File: config.mk
export PLATFORM = sky130hd
export DESIGN_NAME = keyword_substitution_cipher
export DESIGN_NICKNAME = d
export VERILOG_FILES = /design/src/design/kwsc_pkg.sv /design/src/design/kwsc_tables.sv /design/src/design/keyword_substitution_cipher.sv
export SDC_FILE = /design/constraint.sdc
export NUM_CORES = 1
export LEC_CHECK = 0
export BUFFER_PORTS_ARGS = -buffer_cell sky130_fd_sc_hd__buf_2
export CORE_ASPECT_RATIO = 2
export CORE_MARGIN = 8
export CORE_UTILIZATION = 45
export CTS_CLUSTER_SIZE = 40
export DETAILED_ROUTE_END_ITERATION = 8
export PLACE_DENSITY_LB_ADDON = 0.2
export SYNTH_ARGS = -nofsm -noshare
export SYNTH_HDL_FRONTEND = slang
export SYNTH_SLANG_ARGS = --single-unit
File: constraint.sdc
create_clock -name clock -period 6.4 [get_ports clock]
set_input_delay 1.6 -clock clock [delete_from_list [all_inputs] [get_ports clock]]
set_output_delay 1.6 -clock clock [all_outputs]
set_load 0.02 [all_outputs]
File: src/design/kwsc_pkg.sv
// Shared constants, codes and types of the keyword substitution cipher.
`default_nettype none
package kwsc_pkg;

   localparam int unsigned ALPHA_SIZE = 26;
   localparam int unsigned IDX_W      = $clog2(ALPHA_SIZE);
   localparam int unsigned FILL_W     = $clog2(ALPHA_SIZE + 1);

   localparam logic [7:0] CHAR_A_UP   = 8'h41;
   localparam logic [7:0] CHAR_Z_UP   = 8'h5a;
   localparam logic [7:0] CHAR_A_LO   = 8'h61;
   localparam logic [7:0] CHAR_Z_LO   = 8'h7a;
   localparam logic [7:0] CHAR_SPACE  = 8'h20;
   localparam logic [7:0] CASE_OFFSET = 8'd32;

   localparam logic [2:0] OP_CLEAR   = 3'd0;
   localparam logic [2:0] OP_KEY     = 3'd1;
   localparam logic [2:0] OP_FINISH  = 3'd2;
   localparam logic [2:0] OP_ENCRYPT = 3'd3;
   localparam logic [2:0] OP_DECRYPT = 3'd4;

   localparam logic [1:0] ST_OK        = 2'd0;
   localparam logic [1:0] ST_REJECTED  = 2'd1;
   localparam logic [1:0] ST_NOT_READY = 2'd2;

   typedef struct packed {
      logic             en;
      logic [IDX_W-1:0] fwd_addr;
      logic [IDX_W-1:0] fwd_data;
      logic [IDX_W-1:0] inv_addr;
      logic [IDX_W-1:0] inv_data;
   } kwsc_wr_type;

endpackage
`default_nettype wire

File: src/design/kwsc_tables.sv
// Forward and inverse substitution table memories, one write and one registered read each.
`default_nettype none
module kwsc_tables
   import kwsc_pkg::*;
(
   input  wire logic             clock,
   input  wire kwsc_wr_type      wr,
   input  wire logic             rd_en,
   input  wire logic [IDX_W-1:0] rd_addr,
   output logic      [IDX_W-1:0] fwd_q_ff,
   output logic      [IDX_W-1:0] inv_q_ff
);

   logic [IDX_W-1:0] fwd_mem [ALPHA_SIZE];
   logic [IDX_W-1:0] inv_mem [ALPHA_SIZE];

   always_ff @(posedge clock) begin
      if (wr.en) begin
         fwd_mem[wr.fwd_addr] <= wr.fwd_data;
         inv_mem[wr.inv_addr] <= wr.inv_data;
      end
   end

   always_ff @(posedge clock) begin
      if (rd_en) begin
         fwd_q_ff <= fwd_mem[rd_addr];
         inv_q_ff <= inv_mem[rd_addr];
      end
   end

endmodule
`default_nettype wire

File: src/design/keyword_substitution_cipher.sv
// Top level of the keyword substitution cipher: control, key state and result register.
`default_nettype none
// Clear, key-character, unknown and non-letter text beats answer from the idle state, and so
// do text beats and finish key while the table is not in the state that needs the memory.
// A letter under encrypt or decrypt with the table ready passes through the read state,
// which loads the registered table read into the result once the result register is
// free. Finish key on an unready table walks the 26 letters one per cycle through the
// single table write port, then loads the result. One beat is in flight at a time, and
// a new beat is taken only once the result register is empty or being drained. The tables
// hold no reset value; they are read only after finish key has written every entry.
module keyword_substitution_cipher
   import kwsc_pkg::*;
(
   input  wire logic       clock,
   input  wire logic       reset,
   input  wire logic       req_valid,
   output logic            req_stall,
   input  wire logic [2:0] req_operation,
   input  wire logic [7:0] req_char_in,
   output logic            rsp_valid,
   input  wire logic       rsp_stall,
   output logic      [7:0] rsp_char_out,
   output logic      [1:0] rsp_status
);

   typedef enum logic [3:0] {
      S_IDLE = 4'b0001,
      S_READ = 4'b0010,
      S_FILL = 4'b0100,
      S_DONE = 4'b1000
   } state_type;

   state_type              state_ff, state_in;
   logic [ALPHA_SIZE-1:0]  mask_ff, mask_in;
   logic [FILL_W-1:0]      fill_count_ff, fill_count_in;
   logic                   ready_ff, ready_in;
   logic [IDX_W-1:0]       walk_ff, walk_in;
   logic                   dec_ff, dec_in;
   logic                   rsp_valid_ff, rsp_valid_in;
   logic [7:0]             rsp_char_ff, rsp_char_in;
   logic [1:0]             rsp_status_ff, rsp_status_in;

   kwsc_wr_type            wr;
   logic                   rd_en;
   logic [IDX_W-1:0]       rd_addr;
   logic [IDX_W-1:0]       fwd_q_ff, inv_q_ff;

   logic                   out_free;
   logic                   req_accept;
   logic [7:0]             folded;
   logic                   is_letter;
   logic [IDX_W-1:0]       letter_idx;
   logic [IDX_W-1:0]       fill_idx;
   logic [IDX_W-1:0]       mapped;

   kwsc_tables u_tables (
      .clock    (clock),
      .wr       (wr),
      .rd_en    (rd_en),
      .rd_addr  (rd_addr),
      .fwd_q_ff (fwd_q_ff),
      .inv_q_ff (inv_q_ff)
   );

   assign out_free   = !rsp_valid_ff || !rsp_stall;
   assign req_stall  = !((state_ff == S_IDLE) && out_free);
   assign req_accept = req_valid && !req_stall;
   assign fill_idx   = fill_count_ff[IDX_W-1:0];
   assign mapped     = dec_ff ? inv_q_ff : fwd_q_ff;

   always_comb begin
      folded = req_char_in;
      if (req_char_in inside {[CHAR_A_UP:CHAR_Z_UP]}) begin
         folded = req_char_in + CASE_OFFSET;
      end
      is_letter  = folded inside {[CHAR_A_LO:CHAR_Z_LO]};
      letter_idx = IDX_W'(folded - CHAR_A_LO);
   end

   always_comb begin
      state_in      = state_ff;
      mask_in       = mask_ff;
      fill_count_in = fill_count_ff;
      ready_in      = ready_ff;
      walk_in       = walk_ff;
      dec_in        = dec_ff;
      rsp_valid_in  = rsp_valid_ff && rsp_stall;
      rsp_char_in   = rsp_char_ff;
      rsp_status_in = rsp_status_ff;
      wr            = '0;
      rd_en         = 1'b0;
      rd_addr       = letter_idx;

      case (state_ff)
         S_IDLE: begin
            if (req_accept) begin
               rsp_valid_in  = 1'b1;
               rsp_char_in   = 8'd0;
               rsp_status_in = ST_OK;
               case (req_operation)
                  OP_CLEAR: begin
                     mask_in       = '0;
                     fill_count_in = '0;
                     ready_in      = 1'b0;
                  end
                  OP_KEY: begin
                     if (ready_ff) begin
                        rsp_status_in = ST_REJECTED;
                     end else if (is_letter) begin
                        if (!mask_ff[letter_idx]) begin
                           wr.en         = 1'b1;
                           wr.fwd_addr   = fill_idx;
                           wr.fwd_data   = letter_idx;
                           wr.inv_addr   = letter_idx;
                           wr.inv_data   = fill_idx;
                           mask_in       = mask_ff | (ALPHA_SIZE'(1) << letter_idx);
                           fill_count_in = fill_count_ff + FILL_W'(1);
                        end
                     end else if (folded != CHAR_SPACE) begin
                        rsp_status_in = ST_REJECTED;
                     end
                  end
                  OP_FINISH: begin
                     if (!ready_ff) begin
                        rsp_valid_in = 1'b0;
                        walk_in      = '0;
                        state_in     = S_FILL;
                     end
                  end
                  OP_ENCRYPT, OP_DECRYPT: begin
                     rsp_char_in = req_char_in;
                     if (!ready_ff) begin
                        rsp_status_in = ST_NOT_READY;
                     end else if (is_letter) begin
                        rsp_valid_in = 1'b0;
                        rd_en        = 1'b1;
                        dec_in       = (req_operation == OP_DECRYPT);
                        state_in     = S_READ;
                     end
                  end
                  default: begin
                  end
               endcase
            end
         end
         S_READ: begin
            if (out_free) begin
               rsp_valid_in  = 1'b1;
               rsp_char_in   = CHAR_A_LO + 8'(mapped);
               rsp_status_in = ST_OK;
               state_in      = S_IDLE;
            end
         end
         S_FILL: begin
            if (!mask_ff[walk_ff]) begin
               wr.en         = 1'b1;
               wr.fwd_addr   = fill_idx;
               wr.fwd_data   = walk_ff;
               wr.inv_addr   = walk_ff;
               wr.inv_data   = fill_idx;
               mask_in       = mask_ff | (ALPHA_SIZE'(1) << walk_ff);
               fill_count_in = fill_count_ff + FILL_W'(1);
            end
            walk_in = walk_ff + IDX_W'(1);
            if (walk_ff == IDX_W'(ALPHA_SIZE - 1)) begin
               ready_in = 1'b1;
               state_in = S_DONE;
            end
         end
         S_DONE: begin
            if (out_free) begin
               rsp_valid_in  = 1'b1;
               rsp_char_in   = 8'd0;
               rsp_status_in = ST_OK;
               state_in      = S_IDLE;
            end
         end
         default: begin
            state_in = S_IDLE;
         end
      endcase
   end

   always_ff @(posedge clock) begin
      if (reset) begin
         state_ff      <= S_IDLE;
         mask_ff       <= '0;
         fill_count_ff <= '0;
         ready_ff      <= 1'b0;
         walk_ff       <= '0;
         rsp_valid_ff  <= 1'b0;
      end else begin
         state_ff      <= state_in;
         mask_ff       <= mask_in;
         fill_count_ff <= fill_count_in;
         ready_ff      <= ready_in;
         walk_ff       <= walk_in;
         rsp_valid_ff  <= rsp_valid_in;
      end
   end

   always_ff @(posedge clock) begin
      dec_ff        <= dec_in;
      rsp_char_ff   <= rsp_char_in;
      rsp_status_ff <= rsp_status_in;
   end

   assign rsp_valid    = rsp_valid_ff;
   assign rsp_char_out = rsp_char_ff;
   assign rsp_status   = rsp_status_ff;

`ifndef NO_ASSERTIONS
   a_fill_matches_mask: assert property (@(posedge clock) disable iff (reset)
      $countones(mask_ff) == 32'(fill_count_ff))
      else $error("fill count differs from number of used letters");

   a_ready_full: assert property (@(posedge clock) disable iff (reset)
      ready_ff |-> (fill_count_ff == FILL_W'(ALPHA_SIZE)) && (&mask_ff))
      else $error("table ready with unfilled entries");

   a_busy_stalls: assert property (@(posedge clock) disable iff (reset)
      (state_ff != S_IDLE) |-> req_stall)
      else $error("new beat taken while one is in flight");

   a_status_code: assert property (@(posedge clock) disable iff (reset)
      rsp_valid_ff |-> (rsp_status_ff != 2'd3))
      else $error("undefined status code");

   a_read_when_ready: assert property (@(posedge clock) disable iff (reset)
      (state_ff == S_READ) |-> ready_ff)
      else $error("table read before it is ready");
`endif

endmodule
`default_nettype wire
-- After elaboration in Yosys (flattened, before gate mapping)
Memories as Yosys holds them, arrays and structs flattened. A register that Yosys moved wholly into a read port is not among the register bits.
Cells that the tools add are included.
- register bits after elaboration: 53
- bits in latches: 0
- RAM bits: 260
- bits in read-only memories: 0
- bits of input ports: 15
- output and inout bits: 12
- memories: 2
- memory list (name ; depth ; width ; read ports ; clocked after Yosys merged registers in ; wr ports ; RTL line ; RTL):
    u_tables.fwd_mem ; 26 ; 5 ; 1 ; 1 ; 1 ; kwsc_tables.sv:14 ; logic [IDX_W-1:0] fwd_mem [ALPHA_SIZE];
    u_tables.inv_mem ; 26 ; 5 ; 1 ; 1 ; 1 ; kwsc_tables.sv:15 ; logic [IDX_W-1:0] inv_mem [ALPHA_SIZE];
- add/sub/neg operators: 5
- multiply operators: 0
- div/mod/pow operators: 0
- order comparisons: 6
- eq/ne operators: 27
- shifts and indexed selects: 2
- mux-type cells: 70
- bitwise operators: 2
- reduce and logical (&&, ||, !) cells: 22
- operators with widths (operator ; number):
    $mux 26 ; 5
    $mux 21 ; 6
    $pmux 26 s2 ; 2
    $or 26x26->26 ; 2
    $shl 1x5->26 const A ; 2
    $mux 5 ; 9
    $pmux 21 s2 ; 1
    $mux 8 ; 5
    $pmux 5 s2 ; 3
    $mux 4 ; 6
    $pmux 8 s3 ; 1
    $mux 1 ; 20
    $ne 3x3->1 const B ; 6
    $ge 8x7->1 const B ; 2
    $le 8x7->1 const B ; 2
    $reduce_and 7->1 ; 2
    $lt 5x6->1 const B ; 2
    $ne 2x2->1 const B ; 6
    $pmux 4 s3 ; 1
    $reduce_and 4->1 ; 3
    $add 5x1->5 const B ; 2
    $bmux 1 s5 ; 2
    $add 7x5->8 const A ; 1
    $add 8x6->8 const B ; 1
    other kinds (25) ; 42

-- Depth between registers and ports, before layout
Gate-level depths: netlist (run 1).
- depth after elaboration: 14
- gate-level depth with buffers: 13

-- Cells and area by module
From an unflattened synthesis (run 1), not the netlist that was laid out.
- cells, all modules: 1071
- area total of the unflattened synthesis: 14759.2 um2
- modules (own cells, without submodules) (module ; times used ; cells an instance ; area each (um2)):
    kwsc_tables ; 1 ; 616 ; 10844.2
    keyword_substitution_cipher ; 1 ; 455 ; 3915.0

-- Worst setup path after synthesis (run 1)
No wires, ideal clock.
- path type: in2reg
- from: input port req_char_in[1]
- to: memory u_tables.inv_mem[15][0] (netlist name), enable pin
- setup time: 0.374 ns
- arrival time: 4.774 ns
- setup slack: 1.252 ns
- stages: 11
- cells stage by stage: clkbuf_1 -> inv_1 -> ha_1 -> buf_2 -> xnor2_1 -> a2111oi_0 -> nor4_2 -> o31ai_4 -> a41o_1 -> nand2_1 -> nor3_1
- cells in the longest elaborated chain, start to end: 14
- elaborated cells between the ends (all ways): 19
- those cells by class: add/sub (2); order compare (4); mux (11); reduce/logical (2)
- RTL lines (what ; RTL line ; RTL):
    start: declaration ; keyword_substitution_cipher.sv:19 ; input wire logic [7:0] req_char_in,
    $ge 8x7->1 / $le 8x7->1 (equally long branches) ; keyword_substitution_cipher.sv:73 ; if (req_char_in inside {[CHAR_A_UP:CHAR_Z_UP]}) begin
    $logic_and 1x1->1 ; keyword_substitution_cipher.sv:73 ;
    $mux 8 * ; keyword_substitution_cipher.sv:73 ;
    $sub 5x1->5 ; keyword_substitution_cipher.sv:77 ; letter_idx = IDX_W'(folded - CHAR_A_LO);
    $bmux 1 s5 ; keyword_substitution_cipher.sv:110 ; if (!mask_ff[letter_idx]) begin
    $mux 1 (not written as such) ; keyword_substitution_cipher.sv:110 ;
    $mux 21 ; keyword_substitution_cipher.sv:110 ;
    $mux 21 * ; keyword_substitution_cipher.sv:109 ; end else if (is_letter) begin
    $mux 21 * ; keyword_substitution_cipher.sv:107 ; if (ready_ff) begin
    $mux 21 * ; keyword_substitution_cipher.sv:100 ; case (req_operation)
    $mux 21 * ; keyword_substitution_cipher.sv:96 ; if (req_accept) begin
    $pmux 21 s2 * ; keyword_substitution_cipher.sv:94 ; case (state_ff)
    $mux 1 ; kwsc_tables.sv:18 ; if (wr.en) begin
    $mux 1 (not written as such) ; kwsc_tables.sv:20 ; inv_mem[wr.inv_addr] <= wr.inv_data;
    end: declaration ; kwsc_tables.sv:15 ;
Mark *: on every way between the ends. The rest lies on a longest branch, timed or not. The select of a mux whose other input is x is not followed.

-- Worst setup path in the final report (run 1)
- from: input port req_char_in[0]
- to: memory u_tables.inv_mem[12][2] (netlist name), enable pin
Same word-level chain as after synthesis.

==> run_summary.xml, run 1 <==
<?xml version="1.0" encoding="UTF-8"?>
<metrics>
  <group name="status">
    <metric name="outcome" unit="">finished clean</metric>
  </group>
  <group name="die">
    <metric name="ioPinCount" unit="">27</metric>
    <metric name="die_area" unit="µm²">38500</metric>
    <metric name="die_width" unit="µm">142.8</metric>
    <metric name="placeableCoreArea" unit="µm²">32000</metric>
    <metric name="row_count" unit="">93</metric>
    <metric name="initial_utilization" unit="">0.4522</metric>
    <metric name="die_h" unit="µm">269.6</metric>
  </group>
  <group name="timing">
    <metric name="setup_failing_eps_final" unit="">0</metric>
    <metric name="whs" unit="ps">482.8</metric>
    <metric name="layout_min_cycle_time" unit="ps">5340</metric>
    <metric name="worst_slew_margin_rel" unit="">0.2142</metric>
    <metric name="timing.clock.skew" unit="ps">32.77</metric>
    <metric name="final.period_utilization" unit="">0.8344</metric>
    <metric name="timing.setup.tns" unit="ps">0</metric>
    <metric name="slew_violations" unit="">0</metric>
    <metric name="worstMarginPinSlew" unit="ps">1179</metric>
    <metric name="clock.fmax" unit="MHz">187.3</metric>
    <metric name="hold_violations" unit="">0</metric>
    <metric name="finalWorstSetupSlack" unit="ps">1060</metric>
    <metric name="grt_setup_unrepaired" unit="">no</metric>
  </group>
  <group name="pwr">
    <metric name="power.share.clock" unit="">0.385</metric>
    <metric name="power.leakage" unit="nW">4.981</metric>
    <metric name="switching_power" unit="W">0.0009944</metric>
    <metric name="power_frac_seq" unit="">0.535</metric>
    <metric name="post-layout-total-power" unit="W">0.004296</metric>
    <metric name="peakVddDrop" unit="µV">182.7</metric>
    <metric name="p_int" unit="W">0.003301</metric>
    <metric name="sw_frac_of_total" unit="">0.2315</metric>
    <metric name="power_frac_comb" unit="">0.081</metric>
    <metric name="power.density" unit="nW/µm²">269.2</metric>
  </group>
  <group name="placed_design">
    <metric name="dpl_worst_slack" unit="ps">428.8</metric>
    <metric name="place_congestion" unit="">0.9223</metric>
    <metric name="dpl.cell_count" unit="">1387</metric>
    <metric name="port_buffers" unit="">26</metric>
    <metric name="hpwlAfterDp" unit="µm">25600</metric>
  </group>
  <group name="synth">
    <metric name="yosys_register_bits" unit="">323</metric>
    <metric name="yosysMostFrequentCell" unit="">edfxtp_1</metric>
    <metric name="netlist.area_leader.share" unit="">0.5831</metric>
    <metric name="syn-instance-count" unit="">970</metric>
    <metric name="yosys-top-cells-count" unit="">281 x edfxtp_1, 78 x nand2_1, 77 x mux4_2</metric>
    <metric name="synthArstFlopShare" unit="">0</metric>
    <metric name="synth.top_cells.by_area" unit="">edfxtp_1 58%, mux4_2 12%, dfxtp_1 5.8%</metric>
    <metric name="synth_flop_cell" unit="">edfxtp_1</metric>
    <metric name="synth_sequential_area_ratio" unit="">0.6412</metric>
    <metric name="synth-edff-count" unit="">281</metric>
    <metric name="ys_types" unit="">80</metric>
    <metric name="yosysTopAreaCell" unit="">edfxtp_1</metric>
    <metric name="postSynthNetCount" unit="">1000</metric>
    <metric name="synthesis.area_per_instance" unit="µm²">14.92</metric>
    <metric name="synth_area" unit="µm²">14470</metric>
    <metric name="yosysWarningCount" unit="">0</metric>
  </group>
  <group name="clock_tree">
    <metric name="postCtsSetupRepairBufs" unit="">0</metric>
    <metric name="cts_resized" unit="">0</metric>
    <metric name="cts_tree" unit="">yes</metric>
    <metric name="cts-buffers-inserted" unit="">27</metric>
    <metric name="clk_latency" unit="ps">570</metric>
    <metric name="cts_hold_buf" unit="">0</metric>
    <metric name="clockBufferDepth" unit="">3</metric>
    <metric name="cts.sinks" unit="">323</metric>
    <metric name="cts.htree.levels" unit="">1</metric>
    <metric name="clk_pin_slew" unit="ps">70</metric>
    <metric name="cts_root_buffer" unit="">clkbuf_16</metric>
  </group>
  <group name="run">
    <metric name="max_cap_violations" unit="">0</metric>
  </group>
  <group name="setup_path">
    <metric name="cell_with_the_biggest_individual_delay_on_the_critical_path" unit="">xnor2_2</metric>
    <metric name="critical_path_required" unit="ps">6570</metric>
    <metric name="cpPeakStageDelay" unit="ps">800</metric>
    <metric name="worstPathArrival" unit="ps">5520</metric>
    <metric name="timing.critical_path.to_type" unit="">register</metric>
    <metric name="critical_path_class" unit="">input pin to register</metric>
    <metric name="timing.critical_path.fanout_max" unit="">24</metric>
    <metric name="timing.critical_path.cells" unit="">buf_4 &gt; inv_1 &gt; ha_1 &gt; xnor2_2 &gt; a2111oi_0 &gt; nor4_2 &gt; o31ai_4 &gt; and3_1 &gt; a211o_1 &gt; nor3_1</metric>
    <metric name="startpoint_type" unit="">input pin</metric>
  </group>
  <group name="grt">
    <metric name="grt_first_pass_wirelength" unit="µm">54970</metric>
    <metric name="grt_remaining_overflow" unit="">0</metric>
    <metric name="track_usage" unit="">0.1910</metric>
    <metric name="pin_count_of_the_biggest_net_entering_global_routing" unit="">65</metric>
    <metric name="grt_pass1_vias" unit="">9046</metric>
    <metric name="number_of_antenna_violations_at_the_first_check_in_global_routing" unit="">0</metric>
  </group>
  <group name="detailed_routing">
    <metric name="detail_route.wl_per_cell" unit="µm">25.19</metric>
    <metric name="antenna_violating_nets_post_route" unit="">0</metric>
    <metric name="dr.pass1.iters" unit="">5</metric>
    <metric name="route.detailed.vias_per_inst" unit="">5.928</metric>
    <metric name="route.vias.total" unit="">8513</metric>
    <metric name="route.detailed.drc" unit="">0</metric>
    <metric name="drt-total-wl" unit="µm">36180</metric>
    <metric name="dr.first_iter.drc_count" unit="">680</metric>
  </group>
  <group name="finish">
    <metric name="layout-area-overhead-vs-synth" unit="%">10.29</metric>
    <metric name="antenna-diode-count" unit="">0</metric>
    <metric name="layout-drive-gt1-share" unit="">0.2111</metric>
    <metric name="finalNetCount" unit="">1019</metric>
    <metric name="final_cell_count_no_fill" unit="">1436</metric>
  </group>
  <group name="min_path">
    <metric name="min_path_type" unit="">register to register</metric>
  </group>
</metrics>
through the flow:
stage | util | cell area, µm²
floorplan | - | 14470
global placement | 0.4718 | 15100
detailed placement | 0.4718 | 15100
CTS | 0.4988 | 15960
global route | 0.4988 | 15960
finish | 0.4988 | 15960
cell families after synthesis:
logic type               Yosys count  synth area share
XOR/XNOR                           7          0.004237
adder cells (fa/ha/maj)           15           0.01297
AND/OR/NAND/NOR                  267           0.09260
AO/OA/AOI/OAI                    174           0.08370
buffers and inverters             78           0.02386
flip-flops                       323            0.6412
multiplexers                     106            0.1414
state kept, by name, indices dropped and copies added (netlist names):
signal / count
rsp_status: 2
dec_ff: 1
u_tables.fwd_mem: 130
state_ff: 4
ready_ff: 1
rsp_valid: 1
u_tables.inv_mem: 130
rsp_char_out: 8
u_tables.fwd_q_ff: 5
walk_ff: 5
u_tables.inv_q_ff: 5
fill_count_ff: 5
mask_ff: 26
area by class of cell:
| type | count | area (µm²) |
|---|---|---|
| clock buffers | 32 | 694.4 |
| inverters | 14 | 52.55 |
| multi-input cells | 569 | 4887 |
| clock inverters | 17 | 170.2 |
| flip-flops and latches | 323 | 9279 |
| repair buffers | 54 | 342.8 |
| fillers | 2677 | 16040 |
| well taps | 427 | 534.3 |
worst max-delay path, delay by kind of cell:
kind / cells / cell delay (ps)
simple gates: 3 / 1500
compound gates: 3 / 810
xor+xnor: 1 / 800
buf+inv: 2 / 460
fa+ha+maj: 1 / 320
placed cells by master (no fill, tap or decap), types with 16 or more instances in the layout:
master     instances
a21oi_1           39
a22oi_1           16
buf_2             25
buf_4             29
clkbuf_16         27
dfxtp_1           42
edfxtp_1         281
mux4_2            77
nand2_1           78
nor2_1            69
nor3_1            29
o21ai_0           26
o31ai_1           24
final timing paths:
check | start | to | slack [ps] | cells past startpoint
worst max-delay path | req_char_in[0] | u_tables.inv_mem[12][2]$_DFFE_PP_ | 1060 | 10
worst min-delay path | mask_ff[6]$_SDFFE_PP0P_ | mask_ff[6]$_SDFFE_PP0P_ | 480 | 2
worst max register to register | walk_ff[2]$_SDFFE_PP0P_ | u_tables.inv_mem[6][1]$_DFFE_PP_ | 2380 | 7
worst min register to register | mask_ff[6]$_SDFFE_PP0P_ | mask_ff[6]$_SDFFE_PP0P_ | 480 | 2
metal layers:
layer	up-vias	part of all wire	global-route usage
met5	-	0	0
met4	0	0.055	0.1100
met3	98	0.038	0.01823
met2	274	0.57	0.3628
met1	4283	0.34	0.1958
li1	3858	-	-
power groups by stage:
stage               combinational (W)  sequential (W)  clock (W)
floorplan                    0.000229         0.00235          0
global placement             0.000346         0.00234          0
detailed placement           0.000348         0.00234          0
CTS                          0.000349         0.00230    0.00168
global route                 0.000369         0.00230    0.00176
finish                       0.000347         0.00230    0.00165
No activity file was read; power rests on OpenSTA's default activity.
==> run 2: changes to the inputs <==
==> constraint.sdc (replaced) <==
create_clock -name clock -period 5 [get_ports clock]
set_input_delay 1.25 -clock clock [delete_from_list [all_inputs] [get_ports clock]]
set_output_delay 1.25 -clock clock [all_outputs]
set_load 0.02 [all_outputs]
==> run 2 against run 1 <==
Compared with the run above:
- die area stayed put
- wire length rose by 0.44%
- count of clock-buffer cells in the layout decreased by 1
- via count is 1.3% higher
- clock power grew 17%
- final cell count rose by 1.7%
- largest cell class unchanged
- non-clock buffer count is 25 higher
- critical endpoint is now u_tables.inv_mem[5][0]$_DFFE_PP_
- core utilization up 0.32 points
==> run_summary.xml, run 2 (synthesis gave the netlist of run 1 again) <==
<?xml version="1.0" encoding="UTF-8"?>
<metrics>
  <group name="timing">
    <metric name="whs" unit="ps">477.8</metric>
    <metric name="layout_min_cycle_time" unit="ps">4290</metric>
    <metric name="final.period_utilization" unit="">0.8579</metric>
    <metric name="timing.clock.skew" unit="ps">13.21</metric>
    <metric name="timing.setup.tns" unit="ps">0</metric>
    <metric name="setup_failing_eps_final" unit="">0</metric>
    <metric name="worstMarginPinSlew" unit="ps">1190</metric>
    <metric name="slew_violations" unit="">0</metric>
    <metric name="grt_setup_unrepaired" unit="">no</metric>
    <metric name="hold_violations" unit="">0</metric>
    <metric name="clock.fmax" unit="MHz">233.1</metric>
    <metric name="worst_slew_margin_rel" unit="">0.1998</metric>
  </group>
  <group name="clock_tree">
    <metric name="cts-buffers-inserted" unit="">27</metric>
    <metric name="clockBufferDepth" unit="">3</metric>
    <metric name="cts_root_buffer" unit="">clkbuf_16</metric>
    <metric name="cts_hold_buf" unit="">0</metric>
    <metric name="cts_tree" unit="">yes</metric>
    <metric name="cts_resized" unit="">0</metric>
    <metric name="clk_latency" unit="ps">540</metric>
    <metric name="cts.htree.levels" unit="">1</metric>
    <metric name="postCtsSetupRepairBufs" unit="">0</metric>
    <metric name="clk_pin_slew" unit="ps">60</metric>
    <metric name="cts.sinks" unit="">323</metric>
  </group>
  <group name="placed_design">
    <metric name="port_buffers" unit="">26</metric>
    <metric name="hpwlAfterDp" unit="µm">25940</metric>
    <metric name="place_congestion" unit="">0.8985</metric>
    <metric name="post_dp_cell_area" unit="µm²">15280</metric>
  </group>
  <group name="finish">
    <metric name="layout-area-overhead-vs-synth" unit="%">11.01</metric>
    <metric name="layout-drive-gt1-share" unit="">0.2265</metric>
    <metric name="filler_cell_count" unit="">2700</metric>
    <metric name="finish.utilization" unit="">0.5020</metric>
    <metric name="most-common-layout-cells" unit="">281 x edfxtp_1, 78 x nand2_1, 77 x mux4_2, 69 x nor2_1, 54 x buf_4</metric>
    <metric name="postLayoutCellArea" unit="µm²">16060</metric>
    <metric name="finalNetCount" unit="">1044</metric>
    <metric name="top_regs" unit="">u_tables.fwd_mem (130), u_tables.inv_mem (130), mask_ff (26)</metric>
    <metric name="commonest_non_fill_non_tap_cell_in_the_layout" unit="">edfxtp_1</metric>
    <metric name="antenna-diode-count" unit="">0</metric>
  </group>
  <group name="setup_path">
    <metric name="critical_path_required" unit="ps">5170</metric>
    <metric name="startpoint_type" unit="">input pin</metric>
    <metric name="worstPathArrival" unit="ps">4460</metric>
    <metric name="worstRegToRegCells" unit="">8</metric>
    <metric name="critical_path_class" unit="">input pin to register</metric>
    <metric name="timing.critical_path.to_type" unit="">register</metric>
    <metric name="timing.critical_path.fanout_max" unit="">11</metric>
  </group>
  <group name="detailed_routing">
    <metric name="dr.pass1.iters" unit="">6</metric>
    <metric name="dr.first_iter.drc_count" unit="">521</metric>
    <metric name="route.detailed.vias_per_inst" unit="">5.909</metric>
    <metric name="drt-total-wl" unit="µm">36340</metric>
    <metric name="detail_route.wl_per_cell" unit="µm">24.89</metric>
    <metric name="route.vias.total" unit="">8627</metric>
    <metric name="antenna_violating_nets_post_route" unit="">0</metric>
    <metric name="route.detailed.drc" unit="">0</metric>
  </group>
  <group name="status">
    <metric name="outcome" unit="">finished clean</metric>
  </group>
  <group name="die">
    <metric name="row_count" unit="">93</metric>
    <metric name="initial_utilization" unit="">0.4522</metric>
    <metric name="ioPinCount" unit="">27</metric>
    <metric name="die_area" unit="µm²">38500</metric>
    <metric name="placeableCoreArea" unit="µm²">32000</metric>
    <metric name="die_h" unit="µm">269.6</metric>
    <metric name="die_width" unit="µm">142.8</metric>
  </group>
  <group name="pwr">
    <metric name="power.leakage" unit="nW">5.058</metric>
    <metric name="power_frac_seq" unit="">0.552</metric>
    <metric name="power.share.clock" unit="">0.362</metric>
    <metric name="power.density" unit="nW/µm²">331.5</metric>
    <metric name="peakVddDrop" unit="µV">224.8</metric>
    <metric name="p_int" unit="W">0.004077</metric>
    <metric name="post-layout-total-power" unit="W">0.005326</metric>
    <metric name="power_frac_comb" unit="">0.086</metric>
    <metric name="switching_power" unit="W">0.001248</metric>
    <metric name="sw_frac_of_total" unit="">0.2344</metric>
  </group>
  <group name="min_path">
    <metric name="holdPathStages" unit="">2</metric>
    <metric name="min_path_type" unit="">register to register</metric>
  </group>
  <group name="grt">
    <metric name="number_of_antenna_violations_at_the_first_check_in_global_routing" unit="">0</metric>
    <metric name="grt_remaining_overflow" unit="">0</metric>
    <metric name="track_usage" unit="">0.1931</metric>
    <metric name="grt_first_pass_wirelength" unit="µm">55560</metric>
    <metric name="grt_pass1_vias" unit="">9220</metric>
    <metric name="pin_count_of_the_biggest_net_entering_global_routing" unit="">57</metric>
  </group>
  <group name="run">
    <metric name="max_cap_violations" unit="">0</metric>
  </group>
</metrics>
run 2: cell count changes in the layout (fill, tap and decap cells not counted), sizes merged:
cell / delta
inv: +1
buf: +25
clkinv: +2
clkbuf: -1
bufinv: -3
run 2: layout make-up:
type	instances	area (µm²)	share of cell area
multi-input combinational	569	4887	0.3042
clock inverter	17	90.09	0.005608
timing repair buffer	79	530.5	0.03302
sequential	323	9279	0.5776
clock buffer	31	690.7	0.04299
inverter	14	52.55	0.003271
tap	427	534.3	0.03326
run 2: power by group through the flow:
stage                     Clock [W]  Combinational (W)  Sequential, W
after floorplan                   0           0.000293        0.00301
after global placement            0           0.000460        0.00300
after detailed placement          0           0.000460        0.00300
after CTS                   0.00198           0.000461        0.00294
after global routing        0.00209           0.000488        0.00294
final                       0.00193           0.000458        0.00294
run 2: critical path: stages:
cell and delay (ps):
buf_4 160, inv_1 150, ha_1 280, buf_4 170
xnor2_2 160, a2111oi_0 500, nor4_2 160, o31ai_4 380
and3_1 310, a32oi_1 120, buf_4 210, nor3_1 610
run 2: final timing paths:
check                                     endpoint  slack (ps)                startpoint
hold reg to reg           mask_ff[18]$_SDFFE_PP0P_         480  mask_ff[18]$_SDFFE_PP0P_
hold / removal            mask_ff[18]$_SDFFE_PP0P_         480  mask_ff[18]$_SDFFE_PP0P_
setup / recovery  u_tables.inv_mem[5][0]$_DFFE_PP_         710            req_char_in[0]
setup reg to reg  u_tables.inv_mem[6][3]$_DFFE_PP_         840   walk_ff[1]$_SDFFE_PP0P_
run 2: per-stage QoR:
step / std cells / setup WS [ps]
after floorplan: 970 / 202.4
after global placement: 1412 / 132.6
after detailed placement: 1412 / 147.9
after CTS: 1460 / 715.3
after global routing: 1460 / 384.7
final: 1460 / 710.4
run 2: metal layers:
layer / global-route usage / routed length [µm]
met1: 0.1893 / 12060
met2: 0.3750 / 20960
met3: 0.02107 / 1314
met4: 0.1097 / 1999
met5: 0 / 0
